### src/design/qpot_pkg.sv
`timescale 1ns / 1ps
// Package for the quad paddle one-shot timer block: item structs, offsets,
// register indexes and shared constants. No dependencies.
package qpot_pkg;

    // Timer count, default and largest supported
    localparam int TIMERS_DEFAULT = 4;
    localparam int TIMERS_MAX     = 4;

    // Configuration port
    localparam int APB_ADDR_W = 3;
    localparam int APB_DATA_W = 32;

    // Register indexes (paddr[2])
    localparam logic REG_THIRD_POS  = 1'b0;
    localparam logic REG_FOURTH_POS = 1'b1;

    localparam logic [7:0] POS_RESET = 8'd80;

    // Command codes
    typedef enum logic
    {
        CMD_TIME = 1'b0,
        CMD_BUS  = 1'b1
    } cmd_t;

    // Handled I/O offsets
    localparam logic [7:0] OFF_BUTTON0  = 8'h61;
    localparam logic [7:0] OFF_BUTTON1  = 8'h62;
    localparam logic [7:0] OFF_SLOT     = 8'h63;
    localparam logic [7:0] OFF_TIMER_LO = 8'h64;
    localparam logic [7:0] OFF_TIMER_HI = 8'h67;
    localparam logic [7:0] OFF_TRIGGER  = 8'h70;

    // Read values
    localparam logic [7:0] BUTTON_ON = 8'hA0;
    localparam logic [7:0] TIMER_ON  = 8'h80;

    // Input item
    typedef struct packed
    {
        cmd_t        cmd;
        logic [31:0] cycle_now;
        logic [7:0]  io_offset;
        logic        is_write;
        logic [7:0]  stick_x;
        logic [7:0]  stick_y;
        logic        button_a;
        logic        button_b;
        logic [7:0]  slot_number;
    } in_item_t;

    // Result item
    typedef struct packed
    {
        logic [7:0] read_data;
        logic       decoded;
    } out_item_t;

    // 11 * pos as shift-and-add: 8x + 2x + x
    function automatic logic [11:0] scale_pos(input logic [7:0] pos);
        return {1'b0, pos, 3'b000} + {3'b000, pos, 1'b0} + {4'b0000, pos};
    endfunction

endpackage

### src/design/quad_paddle_one_shot_timer.sv
`timescale 1ns / 1ps
// Top level of the quad paddle one-shot timer block.
// Depends on qpot_pkg.

// Takes one item per clock unless out_ready stalls the output, and returns
// its result in the next cycle from a single output register; a new item is
// accepted whenever that register is empty or being drained in the same
// cycle. A time update stores the cycle count and idles every timer whose
// deadline it has passed; an access to 0x70 loads all timers with count +
// 11 * position in that same cycle. Paddle positions two and three come from
// the APB registers at 0x0 and 0x4 (reset 80).
module quad_paddle_one_shot_timer
    import qpot_pkg::*;
#(
    parameter int TIMERS = TIMERS_DEFAULT
)
(
    input  logic                  clk,
    input  logic                  rst_n,
    // item input
    input  logic                  in_valid,
    output logic                  in_ready,
    input  in_item_t              in_data,
    // result output
    output logic                  out_valid,
    input  logic                  out_ready,
    output out_item_t             out_data,
    // configuration
    input  logic                  psel,
    input  logic                  penable,
    input  logic                  pwrite,
    input  logic [APB_ADDR_W-1:0] paddr,
    input  logic [APB_DATA_W-1:0] pwdata,
    output logic [APB_DATA_W-1:0] prdata,
    output logic                  pready
);

    logic [31:0] deadline_reg [TIMERS];
    logic [31:0] cycle_reg;
    logic [7:0]  third_pos_reg;
    logic [7:0]  fourth_pos_reg;
    logic        out_valid_reg;
    out_item_t   out_data_reg;

    logic        accept;
    logic        cfg_write;
    logic        is_time;
    logic        is_trigger;
    logic        timer_rd_on;
    out_item_t   result_next;

    // Position feeding timer i on a trigger
    function automatic logic [7:0] pos_of(input int i, input logic [7:0] sx,
        input logic [7:0] sy, input logic [7:0] p2, input logic [7:0] p3);
        case (i)
            0:       return sx;
            1:       return sy;
            2:       return p2;
            default: return p3;
        endcase
    endfunction

    assign in_ready   = !out_valid_reg || out_ready;
    assign accept     = in_valid && in_ready;
    assign is_time    = (in_data.cmd == CMD_TIME);
    assign is_trigger = (in_data.cmd == CMD_BUS) && (in_data.io_offset == OFF_TRIGGER);

    // Running flag of the timer selected by a 0x64..0x67 read
    always_comb
    begin
        timer_rd_on = 1'b0;
        for (int i = 0; i < TIMERS; i++)
        begin
            if (in_data.io_offset[1:0] == 2'(i) && deadline_reg[i] != 32'd0)
            begin
                timer_rd_on = 1'b1;
            end
        end
    end

    // Result decode
    always_comb
    begin
        result_next.read_data = '0;
        result_next.decoded   = 1'b0;
        if (is_trigger)
        begin
            result_next.decoded = 1'b1;
        end
        else if (!is_time && !in_data.is_write)
        begin
            if (in_data.io_offset == OFF_BUTTON0)
            begin
                result_next.read_data = in_data.button_a ? BUTTON_ON : 8'h00;
                result_next.decoded   = 1'b1;
            end
            else if (in_data.io_offset == OFF_BUTTON1)
            begin
                result_next.read_data = in_data.button_b ? BUTTON_ON : 8'h00;
                result_next.decoded   = 1'b1;
            end
            else if (in_data.io_offset == OFF_SLOT)
            begin
                result_next.read_data = in_data.slot_number;
                result_next.decoded   = 1'b1;
            end
            else if (in_data.io_offset >= OFF_TIMER_LO && in_data.io_offset <= OFF_TIMER_HI)
            begin
                result_next.read_data = timer_rd_on ? TIMER_ON : 8'h00;
                result_next.decoded   = 1'b1;
            end
        end
    end

    // Cycle count and timer deadlines
    always_ff @(posedge clk or negedge rst_n)
    begin
        if (!rst_n)
        begin
            cycle_reg <= '0;
            for (int i = 0; i < TIMERS; i++)
            begin
                deadline_reg[i] <= '0;
            end
        end
        else if (accept)
        begin
            if (is_time)
            begin
                cycle_reg <= in_data.cycle_now;
                for (int i = 0; i < TIMERS; i++)
                begin
                    if (deadline_reg[i] != 32'd0 && in_data.cycle_now > deadline_reg[i])
                    begin
                        deadline_reg[i] <= '0;
                    end
                end
            end
            else if (is_trigger)
            begin
                for (int i = 0; i < TIMERS; i++)
                begin
                    deadline_reg[i] <= cycle_reg + {20'd0, scale_pos(pos_of(i,
                        in_data.stick_x, in_data.stick_y, third_pos_reg, fourth_pos_reg))};
                end
            end
        end
    end

    // Output register: valid
    always_ff @(posedge clk or negedge rst_n)
    begin
        if (!rst_n)
        begin
            out_valid_reg <= 1'b0;
        end
        else if (in_ready)
        begin
            out_valid_reg <= in_valid;
        end
    end

    // Output register: payload
    always_ff @(posedge clk)
    begin
        if (accept)
        begin
            out_data_reg <= result_next;
        end
    end

    assign out_valid = out_valid_reg;
    assign out_data  = out_data_reg;

    // Configuration registers
    assign cfg_write = psel && penable && pwrite;
    assign pready    = 1'b1;

    always_ff @(posedge clk or negedge rst_n)
    begin
        if (!rst_n)
        begin
            third_pos_reg  <= POS_RESET;
            fourth_pos_reg <= POS_RESET;
        end
        else if (cfg_write)
        begin
            if (paddr[2] == REG_THIRD_POS)
            begin
                third_pos_reg <= pwdata[7:0];
            end
            else
            begin
                fourth_pos_reg <= pwdata[7:0];
            end
        end
    end

    assign prdata = (paddr[2] == REG_FOURTH_POS) ? {24'd0, fourth_pos_reg}
                                                 : {24'd0, third_pos_reg};

    // Checks
    a_result_follows: assert property (@(posedge clk) disable iff (!rst_n)
        accept |=> out_valid)
        else $error("accepted item produced no result");

    a_time_undecoded: assert property (@(posedge clk) disable iff (!rst_n)
        accept && is_time |=> !out_data.decoded && out_data.read_data == 8'h00)
        else $error("time update produced a decoded result");

    a_time_stored: assert property (@(posedge clk) disable iff (!rst_n)
        accept && is_time |=> cycle_reg == $past(in_data.cycle_now))
        else $error("cycle count not stored on time update");

    a_undecoded_zero: assert property (@(posedge clk) disable iff (!rst_n)
        out_valid && !out_data.decoded |-> out_data.read_data == 8'h00)
        else $error("undecoded result carries data");

endmodule

### config.mk
export PLATFORM = sky130hd
export DESIGN_NAME = quad_paddle_one_shot_timer
export DESIGN_NICKNAME = d
export VERILOG_FILES = /design/src/design/qpot_pkg.sv /design/src/design/quad_paddle_one_shot_timer.sv
export SDC_FILE = /design/constraint.sdc
export NUM_CORES = 1
export LEC_CHECK = 0
export BUFFER_PORTS_ARGS = -buffer_cell sky130_fd_sc_hd__clkbuf_2
export CAP_MARGIN = 15
export CORE_UTILIZATION = 24
export CTS_CLUSTER_SIZE = 28
export DETAILED_ROUTE_END_ITERATION = 10
export GPL_TIMING_DRIVEN = 0
export SYNTH_ARGS = -nofsm -noshare
export SYNTH_HDL_FRONTEND = slang
export SYNTH_SLANG_ARGS = --single-unit
### constraint.sdc
create_clock -name clk -period 3.7 [get_ports clk]
set_input_delay 0.185 -clock clk [delete_from_list [all_inputs] [get_ports clk]]
set_output_delay 0.185 -clock clk [all_outputs]
set_load 0.005 [all_outputs]
# After elaboration in Yosys (flattened, before gate mapping)
# Cells that the tools add are included.
# op_classes
reduce_logical	34
addsub	12
order_cmp	6
mux	31
eq_ne	8
bitwise	3
# ops
operator	n
2-to-1 mux 128 bit	2
adder 32 x 12 -> 32 bit	4
> comparator 32 bit	4
2-to-1 mux 32 bit	4
2-to-1 mux 8 bit	16
nonzero test 32 bit	4
adder 11 x 9 -> 12 bit	4
adder 12 x 8 -> 12 bit	4
2-to-1 mux 9 bit	4
equality test 8 x 7 -> 1 bit, second input constant	4
logical AND 1 bit	14
AND reduction 3 bit	4
greater-or-equal comparator 8 x 7 -> 1 bit, second input constant	1
<= comparator 8 x 7 -> 1 bit, second input constant	1
nonzero test 2 bit	4
AND reduction 2 bit	3
2-to-1 mux 1 bit	5
equality test 2 bit, second input constant	2
NOT 1 bit	3
equality test 2 x 1 -> 1 bit, second input constant	1
zero test 1 bit	2
zero test 2 bit	1
inequality test 2 x 1 -> 1 bit, second input constant	1
OR reduction 2 bit	1
logical OR 1 bit	1
# totals
inputBits	110
out_inout_bits	44
register_bits	186
word_cells	104

# Logic depth before layout (Yosys ltp)
# Gate-level depths: netlist of run 1.
# depth
depth_word	12
depth_mapped	13
mapped_depth_nobuf	13

# Worst setup path before layout of run 1
# No wires, ideal clock.
# synth_timing
kind	register to register
startpoint	register cycle_reg[3]
endpoint	register deadline_reg[24] in the netlist's numbering
setup_ps	135
path_slack_ps	91
stages_incl_launch_ff	13
arrival_ps	3474
required_time_ps	3565
period_less_slack_ps	3609
path_buffers	0
path_cell_list	dfrtp_1 -> inv_1 -> fa_1 -> inv_1 -> fa_1 -> fa_1 -> a211oi_1 -> o21ai_0 -> a2111oi_2 -> o31ai_2 -> nand3_1 -> xor2_1 -> o21ai_0
# synth_via
elab_chain_len	3
# synth_rtl
item	line	text
start: declaration	quad_paddle_one_shot_timer.sv:39	logic [31:0] cycle_reg;
start signal: assignment	quad_paddle_one_shot_timer.sv:130	cycle_reg <= in_data.cycle_now;
adder 32 x 12 -> 32 bit	quad_paddle_one_shot_timer.sv:143	deadline_reg[i] <= cycle_reg + {20'd0, scale_pos(pos_of(i,
2-to-1 mux 128 bit	quad_paddle_one_shot_timer.sv:139	else if (is_trigger)
2-to-1 mux 128 bit	quad_paddle_one_shot_timer.sv:128	if (is_time)
end signal: indexed assignment	quad_paddle_one_shot_timer.sv:143	
end: declaration	quad_paddle_one_shot_timer.sv:38	logic [31:0] deadline_reg [TIMERS];
# Every way passes these cells. The select of a mux whose other input is x is not followed.
# A chain may end at the register's enable or synchronous reset.

# Final worst setup path of run 1
# layout_timing
startpoint	register cycle_reg[2]
endpoint	register deadline_reg[118] in the netlist's numbering
# The elaborated chain is that of the path after synthesis.

==> run summary, run 1 <==
Dpl ws = -0.641 ns
PnR worst setup slack = -0.110 ns
GP Congestion = 0.879
WL final = 51.9 mm
Synth warnings = 0
Top FF cell, synth = dfrtp_1
Failing checks = negative setup slack
Grt ovf = 0
CTS H-tree lvls = 4
Status = finished with violations
Critical path launch point type = flip-flop
Top Ports = 154
Fillers = 6807
Post-Route Skew = 0.0165 ns
Diode count = 0
Fin cells = 2799
Worst-path fanout max = 4
Avg Cell Area, Syn = 9.12 um^2
Yosys reg bits = 186
HPWL Detailed = 40.6 mm
Routed WL per cell = 18.5 um
Placed Area = 0.0175 mm^2
CP endpoint kind = flip-flop
Clk pin slew, worst setup/hold paths = 0.07 ns
Synthesized instance count = 1730
Die W = 258 um
Kind of critical path = reg -> reg
Share of post-route cells with drive strength above 1 = 20.7%
CTS Root Cell = clkbuf_16
Min Clock Period, post-route = 3.81 ns
Top post-synthesis cells by area = dfrtp_1 27%, ha_1 17%, fa_1 7.1%
Max-slew headroom = 27.9%
Worst VDD drop = 394 uV
Worst slew pin tran = 1.07 ns
Unrepaired setup endpoints after global routing = yes
Largest area contributor in the netlist = dfrtp_1
Initial antenna violation count = 1
Max reg flops = 128
CP arrival = 4.16 ns
R2R setup slack = -0.11 ns
Clock Path Buffers = 2
Largest net degree at the start of global routing = 107
Fin nets = 2305
Leak Pwr = 8.54 nW
Area Growth Syn to Fin = 23.4%
Worst Hold Class = in -> reg
Remaining DRCs = 0
Multi-input logic area = 0.0106 mm^2
Tcrit/Tclk final = 103%
Total GRT Usage = 15.2%
Placed insts = 2710
Post-synthesis sequential area ratio = 29.8%
DRT antenna net count = 0
Die Area = 0.0667 mm^2
Initial core utilization = 24.4%
Core Region = 0.0647 mm^2
First-pass GRT wire length = 77.1 mm
DR pass1 iterations = 6
Yosys top cell area share = 27.4%
Die H = 258 um
# setup viols final = 21
FF+latch area = 0.00471 mm^2
Cell area after synthesis = 0.0158 mm^2
DR iter-0 viols = 1049
Via density per instance = 4.71
Slew Viols, Final = 0
Clk_lat worst skew = 0.46 ns
Final Cell Area = 0.0195 mm^2
CTS tree = built
Asr flop ratio synth = 95.2%
CTS Sinks = 186
IO Port Bufs = 100
Vias post-DR = 13185
Number of flops mapped to enable cells by yosys = 9
CTS Buf Count = 17
Rows = 93
CP Data Required Time = 4.05 ns
Netlist cell types = 70
MaxCap Viol Count = 0
Vias in the first global route = 12569
Hold Vio Cnt, Final = 0
Power Density = 550 mW/mm^2
FMAX = 262 MHz
[metrics by stage]
stage               setup TNS [ns]  hold WS, ns  total power, W  util (%)
floorplan                        0       -0.111         0.00606         -
global placement           -216.02        0.412         0.00737      26.9
detailed placement          -21.90        0.314         0.00740      27.0
CTS                          -1.34      0.00632         0.00972      28.7
global route                 -5.02       0.0150          0.0114      30.1
finish                       -1.46       0.0179          0.0107      30.1
[power breakdown]
part / switching [W] / total [W] / internal (W) / leakage [nW]
registers: 0.000174 / 0.00240 / 0.00223 / 2.45
clock network: 0.000890 / 0.00188 / 0.000992 / 0.274
logic: 0.00364 / 0.00642 / 0.00278 / 5.82
total: 0.00470 / 0.0107 / 0.00601 / 8.54
[logic make-up after synthesis]
kind of cell | count (synthesis) | synth area share (%)
AO/OA/AOI/OAI | 367 | 15.0
XOR/XNOR | 106 | 5.89
adder cells (fa/ha/maj) | 264 | 23.6
buffers and inverters | 317 | 8.46
flip-flops | 186 | 29.8
multiplexers | 44 | 3.13
other | 2 | 0.0476
AND/OR/NAND/NOR | 444 | 14.0
[final cells by class]
cell class | instances | area share (%)
clock buffer | 21 | 2.42
timing repair buffer | 157 | 5.92
inverter | 234 | 4.67
buffer | 83 | 2.35
sequential | 186 | 24.2
clock inverter | 11 | 0.572
multi-input combinational | 1252 | 54.4
tap | 855 | 5.50
[cells in the final DEF, fill, tap and decap left out, types with 16 or more instances in the layout]
cell       Yosys  routed
inv_1        234     221
ha_1         208     197
dfrtp_1      173     170
nand2_1      145     132
o21ai_0      128     110
clkbuf_2       0      99
a21oi_1       82      80
nand3_1       66      61
buf_4         29      57
nor2_1        57      54
fa_1          56      47
xor2_1        50      44
mux2_2        43      43
xnor2_1       56      42
a22o_1        41      41
nor4_1        39      39
clkbuf_1      33      34
nand4_1       34      34
conb_1         2      25
o21ai_1        8      22
clkbuf_16      0      21
nor3_1        26      20
buf_2         17      17
and2_1        16      16
[critical path, stage by stage (launching register included)]
cell,delay (ns)
dfrtp_1,0.37
clkinvlp_4,0.13
buf_12,0.15
fa_2,0.52
inv_2,0.04
ha_4,0.21
ha_4,0.16
fa_2,0.35
a211oi_2,0.28
o21ai_2,0.11
a2111o_1,0.49
a41oi_4,0.28
clkbuf_16,0.22
nand2b_4,0.11
xnor2_1,0.06
a22o_1,0.21
[worst paths after layout]
check                                    endpoint             start  cells past startpoint
max in group asynchronous        third_pos_reg[6]             rst_n                      4
min in group asynchronous        deadline_reg[94]             rst_n                      3
worst min register to register   third_pos_reg[5]  third_pos_reg[5]                      1
worst max register to register  deadline_reg[118]      cycle_reg[2]                     15
worst max-delay path            deadline_reg[118]      cycle_reg[2]                     15
worst min-delay path                  out_data[3]        in_data[2]                      2
[metal layers]
metal	up-vias	GRT usage (%)	wire length [um]
met1	6406	20.3	23000
met4	2	4.01	1160
met3	64	1.86	2720
met5	-	0	10
li1	6375	-	-
met2	338	25.9	24900
[synthesized netlist by cell type, types with 3 or more instances]
| cell type | count |
|---|---|
| inv_1 | 234 |
| ha_1 | 208 |
| dfrtp_1 | 173 |
| nand2_1 | 145 |
| o21ai_0 | 128 |
| a21oi_1 | 82 |
| nand3_1 | 66 |
| nor2_1 | 57 |
| fa_1 | 56 |
| xnor2_1 | 56 |
| xor2_1 | 50 |
| mux2_2 | 43 |
| a22o_1 | 41 |
| nor4_1 | 39 |
| nand4_1 | 34 |
| clkbuf_1 | 33 |
| buf_4 | 29 |
| nor3_1 | 26 |
| buf_2 | 17 |
| and2_1 | 16 |
| a21o_1 | 14 |
| and3_1 | 14 |
| or3_1 | 14 |
| a211oi_1 | 11 |
| nand2b_1 | 10 |
| o21a_1 | 10 |
| o31ai_1 | 10 |
| a31oi_1 | 9 |
| edfxtp_1 | 9 |
| o211ai_1 | 9 |
| nor2b_1 | 8 |
| o21ai_1 | 8 |
| o21bai_1 | 8 |
| a2111o_1 | 4 |
| a22oi_1 | 4 |
| dfstp_2 | 4 |
| a221oi_1 | 3 |
| nand3b_1 | 3 |
| o2bb2ai_1 | 3 |
[repair_timing]
item / 4_1_cts / 5_1_grt
setup endpoints to repair: 59 / 72
hold buffers: 13 / 0
setup buffers: 19 / 22
pin swaps: 22 / 60
hold endpoints to repair: 125 / 0
resized for setup: 36 / 135
gates cloned: 1 / 4
No activity file was read; power rests on OpenSTA's default activity.
==> run 2: changes to the inputs <==
==> constraint.sdc (replaced) <==
create_clock -name clk -period 4.49 [get_ports clk]
set_input_delay 0.2245 -clock clk [delete_from_list [all_inputs] [get_ports clk]]
set_output_delay 0.2245 -clock clk [all_outputs]
set_load 0.005 [all_outputs]
==> run 2 against run 1 <==
Effect of this change:
- the run now ends clean
- clock-buffer cell count unchanged
- sequential share of layout area increased by 1.8 points
- setup slack improved by 0.36 ns
- flip-flop and latch count unchanged
- clock power decreased by 18%
- design area decreased by 6.9%
- final cell count decreased by 2.0%
- critical path depth decreased by 2
==> run summary, run 2 (synthesis results as in run 1) <==
FMAX = 236 MHz
Worst slew pin tran = 1.26 ns
Largest net degree at the start of global routing = 107
Fin nets = 2250
Clock Path Buffers = 2
HPWL Detailed = 40.6 mm
R2R setup slack = 0.25 ns
GP Congestion = 0.879
Fillers = 6950
Vias post-DR = 12810
Hold Vio Cnt, Final = 0
Clk_lat worst skew = 0.46 ns
Kind of critical path = reg -> reg
MaxCap Viol Count = 0
Grt ovf = 0
Die Area = 0.0667 mm^2
Total power = 0.00770 W
Crit-path cells = inv_1, fa_1, inv_1, ha_1, ha_1, fa_1, a211oi_2, o21ai_1, a2111o_1, a41oi_2, nor2_1, xor2_1, a22o_1
Initial antenna violation count = 1
Multi-input logic area = 0.00984 mm^2
Final Cell Area = 0.0181 mm^2
Worst-path fanout max = 9
Share of post-route cells with drive strength above 1 = 13.0%
Worst Hold Class = in -> reg
Vias in the first global route = 12257
Leak Pwr = 8.00 nW
Power Density = 425 mW/mm^2
First-pass GRT wire length = 75.0 mm
Tcrit/Tclk final = 94.4%
Post-Route Skew = 0.0149 ns
CTS Root Cell = clkbuf_16
Routed WL per cell = 18.0 um
Max reg flops = 128
Top delay family on crit path = compound AO/OA/AOI/OAI gates
Diode count = 0
CP Launch Point = cycle_reg[2]
Clk pin slew, worst setup/hold paths = 0.07 ns
Min Hold Slack = 0.0192 ns
Die W = 258 um
Critical path launch point type = flip-flop
CP arrival = 4.57 ns
Initial core utilization = 24.4%
# setup viols final = 0
Most frequent cells in the layout = 234 x inv_1, 208 x ha_1, 173 x dfrtp_1, 145 x nand2_1, 128 x o21ai_0
DR pass1 iterations = 6
CP endpoint kind = flip-flop
Remaining DRCs = 0
Post-CTS setup buffer count = 0
Reg2Reg Launch Point = cycle_reg[2]
DR iter-0 viols = 901
IO Port Bufs = 100
CTS H-tree lvls = 4
Worst VDD drop = 319 uV
DRT antenna net count = 0
WL final = 49.3 mm
Rows = 93
Top Ports = 154
Hold wc startpoint = pwdata[0]
Crit-path slowest cell = a41oi_2
Slew Viols, Final = 0
Total GRT Usage = 14.9%
Core Region = 0.0647 mm^2
Area Growth Syn to Fin = 14.9%
Min Clock Period, post-route = 4.24 ns
Status = finished, final reports clean
FF+latch area = 0.00470 mm^2
CTS tree = built
Worst path max stage delay = 0.57 ns
Placed Area = 0.0175 mm^2
CP Data Required Time = 4.83 ns
Max-slew headroom = 15.1%
CTS Sinks = 186
Die H = 258 um
Commonest non-fill, non-tap cell in the layout = inv_1
CTS Buf Count = 17
Via density per instance = 4.67
CP Buf/Inv Count = 2
Setup_tns = 0 ns
-- run 2: metal layers --
layer	vias up	share of wire [%]	track usage [%]
met2	372	48	25.2
met3	67	5.3	2.06
met4	2	2.5	4.27
met1	6108	44	19.7
li1	6261	-	-
met5	-	0.026	0
-- run 2: through the flow --
| step | instances | setup WS (ns) | utilization, % |
|---|---|---|---|
| 2_1_floorplan | 1753 | 0.881 | - |
| 3_3_place_gp | 2708 | -0.401 | 26.9 |
| 3_5_place_dp | 2710 | 0.149 | 27.0 |
| 4_1_cts | 2744 | 0.138 | 28.0 |
| 5_1_grt | 2744 | -0.0138 | 28.0 |
| 6_report | 2744 | 0.250 | 28.0 |
-- run 2: where the power goes --
group	switching, W	internal (W)
sequential	0.000139	0.00184
combinational	0.00249	0.00169
clock	0.000725	0.000817
total	0.00336	0.00434
-- run 2: repair_timing --
action / 4_1_cts / 5_1_grt
hold buffers: 2 / 0
hold endpoints to repair: 106 / 0
setup endpoints to repair: 0 / 9
resized for setup: 0 / 2
-- run 2: cell type report --
cell class	instances	share of cell area, %
Clock buffer	21	2.60
Inverter	234	4.85
Sequential cell	186	26.0
Clock inverter	11	0.615
Tap cell	855	5.91
Multi-Input combinational cell	1250	54.3
Buffer	83	2.52
Timing Repair Buffer	104	3.23
-- run 2: worst paths after layout --
check                                          to  cells past startpoint
max in group asynchronous        third_pos_reg[6]                      4
min in group asynchronous        deadline_reg[85]                      3
worst max register to register  deadline_reg[126]                     13
worst min-delay path            fourth_pos_reg[0]                      2
worst min register to register   third_pos_reg[5]                      1
worst max-delay path            deadline_reg[126]                     13
-- run 2: worst register-to-register path, stage by stage (launching register included) --
cell      delay [ns]
dfrtp_1         0.36
inv_1           0.32
fa_1            0.49
inv_1           0.07
ha_1            0.24
ha_1            0.25
fa_1            0.44
a211oi_2        0.27
o21ai_1         0.14
a2111o_1        0.47
a41oi_2         0.57
nor2_1          0.14
xor2_1          0.17
a22o_1          0.19
==> run 3: changes to the inputs <==
==> constraint.sdc (replaced) <==
create_clock -name clk -period 4.35 [get_ports clk]
set_input_delay 0.2175 -clock clk [delete_from_list [all_inputs] [get_ports clk]]
set_output_delay 0.2175 -clock clk [all_outputs]
set_load 0.005 [all_outputs]
==> run 3 against run 2 <==
Effect of this change:
- maximum frequency rose by 1.9%
- wire length barely moved
- hold slack got worse by 0.0074 ns
- global-route usage barely moved
- sequential share of layout area barely moved
- critical path type unchanged
- highest routed layer unchanged
==> run summary, run 3 (synthesis results as in run 1) <==
Met1 usage = 19.7%
Min Hold Slack = 0.0118 ns
GR Layer Usage met2 = 25.2%
GP Congestion = 0.879
Worst Hold Class = in -> reg
Grt peak-use layer = met2
Max reg flops = 128
Top Ports = 154
Hold Vio Cnt, Final = 0
CP arrival = 4.56 ns
Routed WL per cell = 17.9 um
Power Density = 438 mW/mm^2
Reg2Reg Launch Point = cycle_reg[2]
Diode count = 0
Die Area = 0.0667 mm^2
CTS Root Cell = clkbuf_16
Worst-path fanout max = 9
Status = finished, final reports clean
WL final = 49.2 mm
Die W = 258 um
Commonest non-fill, non-tap cell in the layout = inv_1
Fin nets = 2251
MaxCap Viol Count = 0
Kind of critical path = reg -> reg
CTS H-tree lvls = 4
FMAX = 240 MHz
Rows = 93
Clk pin slew, worst setup/hold paths = 0.07 ns
R2R setup slack = 0.19 ns
Share of post-route cells with drive strength above 1 = 13.1%
First-pass GRT wire length = 75.0 mm
Total GRT Usage = 14.9%
Remaining DRCs = 0
Post-Route Skew = 0.0146 ns
PnR worst setup slack = 0.191 ns
Total power = 0.00795 W
Clk_lat worst skew = 0.46 ns
Critical path launch point type = flip-flop
Vias in the first global route = 12269
R2r endpoint = deadline_reg[86]
Tcrit/Tclk final = 95.6%
IO Port Bufs = 100
Die H = 258 um
Slew Viols, Final = 0
Area Growth Syn to Fin = 15.1%
DRT antenna net count = 0
DR pass1 iterations = 5
Dpl ws = 0.00901 ns
Initial core utilization = 24.4%
Clock Path Buffers = 2
Largest net degree at the start of global routing = 107
Grt ovf = 0
Most frequent cells in the layout = 233 x inv_1, 208 x ha_1, 172 x dfrtp_1, 145 x nand2_1, 128 x o21ai_0
DR iter-0 viols = 967
FF+latch area = 0.00471 mm^2
CTS tree = built
Multi-input logic area = 0.00986 mm^2
Max-slew headroom = 15.5%
# setup viols final = 0
Via density per instance = 4.64
Worst slew pin tran = 1.25 ns
Worst reg-to-reg path cell count = 13
HPWL Detailed = 40.6 mm
Core Region = 0.0647 mm^2
Vias post-DR = 12731
CTS Sinks = 186
CP Launch Point = cycle_reg[2]
Min Clock Period, post-route = 4.16 ns
CTS Buf Count = 17
Post-CTS setup buffer count = 0
Worst VDD drop = 329 uV
CP Data Required Time = 4.75 ns
Fillers = 6948
Worst setup path end = deadline_reg[86]
Initial antenna violation count = 1
Met3 usage = 2.06%
CP endpoint kind = flip-flop
Leak Pwr = 8.00 nW
==> run 3: changes by cell type in the layout (fill, tap and decap cells not counted), sizes merged <==
cell	previous run	this run
dlygate4sd3	2	3
inv	237	236
clkinvlp	4	5
==> run 3: worst min path at each step <==
| stage | from | to | slack [ns] | cells past startpoint |
|---|---|---|---|---|
| floorplan | rst_n | cycle_reg[0] | -0.08 | 0 |
| detailed placement | rst_n | deadline_reg[85] | 0.35 | 2 |
| CTS | pwdata[4] | fourth_pos_reg[4] | 0.001 | 2 |
| finish | pwdata[4] | fourth_pos_reg[4] | 0.01 | 2 |
| global route | pwdata[4] | third_pos_reg[4] | 0.008 | 2 |
| global placement | in_valid | out_valid | 0.44 | 3 |
==> run 3: worst max-delay path, stage by stage (launching register included) <==
cell and delay (ns):
dfrtp_1 0.37, clkinvlp_4 0.25, fa_1 0.55, inv_1 0.04, ha_1 0.27, ha_1 0.20, fa_1 0.26, a211oi_2 0.10
o21ai_2 0.21, a2111oi_2 0.12, o41ai_2 1.06, nand2_1 0.17, xnor2_1 0.31, a22o_1 0.17
==> run 3: layer usage <==
metal / vias up / routed length, um
met3: 66 / 2390
met1: 6072 / 22100
met2: 338 / 23500
li1: 6253 / -
met5: - / 13
met4: 2 / 1210
==> run 3: layout make-up <==
class / count / area share, %
well taps: 855 / 5.90
flip-flops and latches: 186 / 25.9
clock buffers: 21 / 2.59
clock inverters: 11 / 0.614
plain buffers: 83 / 2.52
multi-input cells: 1250 / 54.3
inverters: 234 / 4.86
repair buffers: 105 / 3.28
==> run 3: what timing repair did <==
action,in CTS,in global routing
endpoints found under the hold margin,107,0
pin swaps,0,1
setup endpoints to repair,1,16
hold buffers,3,0
resized for setup,1,5
==> run 3: where the power goes <==
group	internal (W)	leakage, nW	switching (W)
combinational	0.00175	5.27	0.00257
sequential	0.00190	2.45	0.000144
clock	0.000844	0.274	0.000750
total	0.00449	8.00	0.00346
==> run 3: through the flow <==
| step | area [um^2] | TNS (ns) | utilization [%] | cells |
|---|---|---|---|---|
| final | 18100 | 0 | 28.0 | 2745 |
| after global routing | 18100 | -0.0505 | 28.0 | 2745 |
| after CTS | 18100 | 0 | 28.0 | 2745 |
| after detailed placement | 17500 | 0 | 27.0 | 2710 |
| after global placement | 17400 | -87.07 | 26.9 | 2708 |
| after floorplan | 15900 | 0 | - | 1753 |
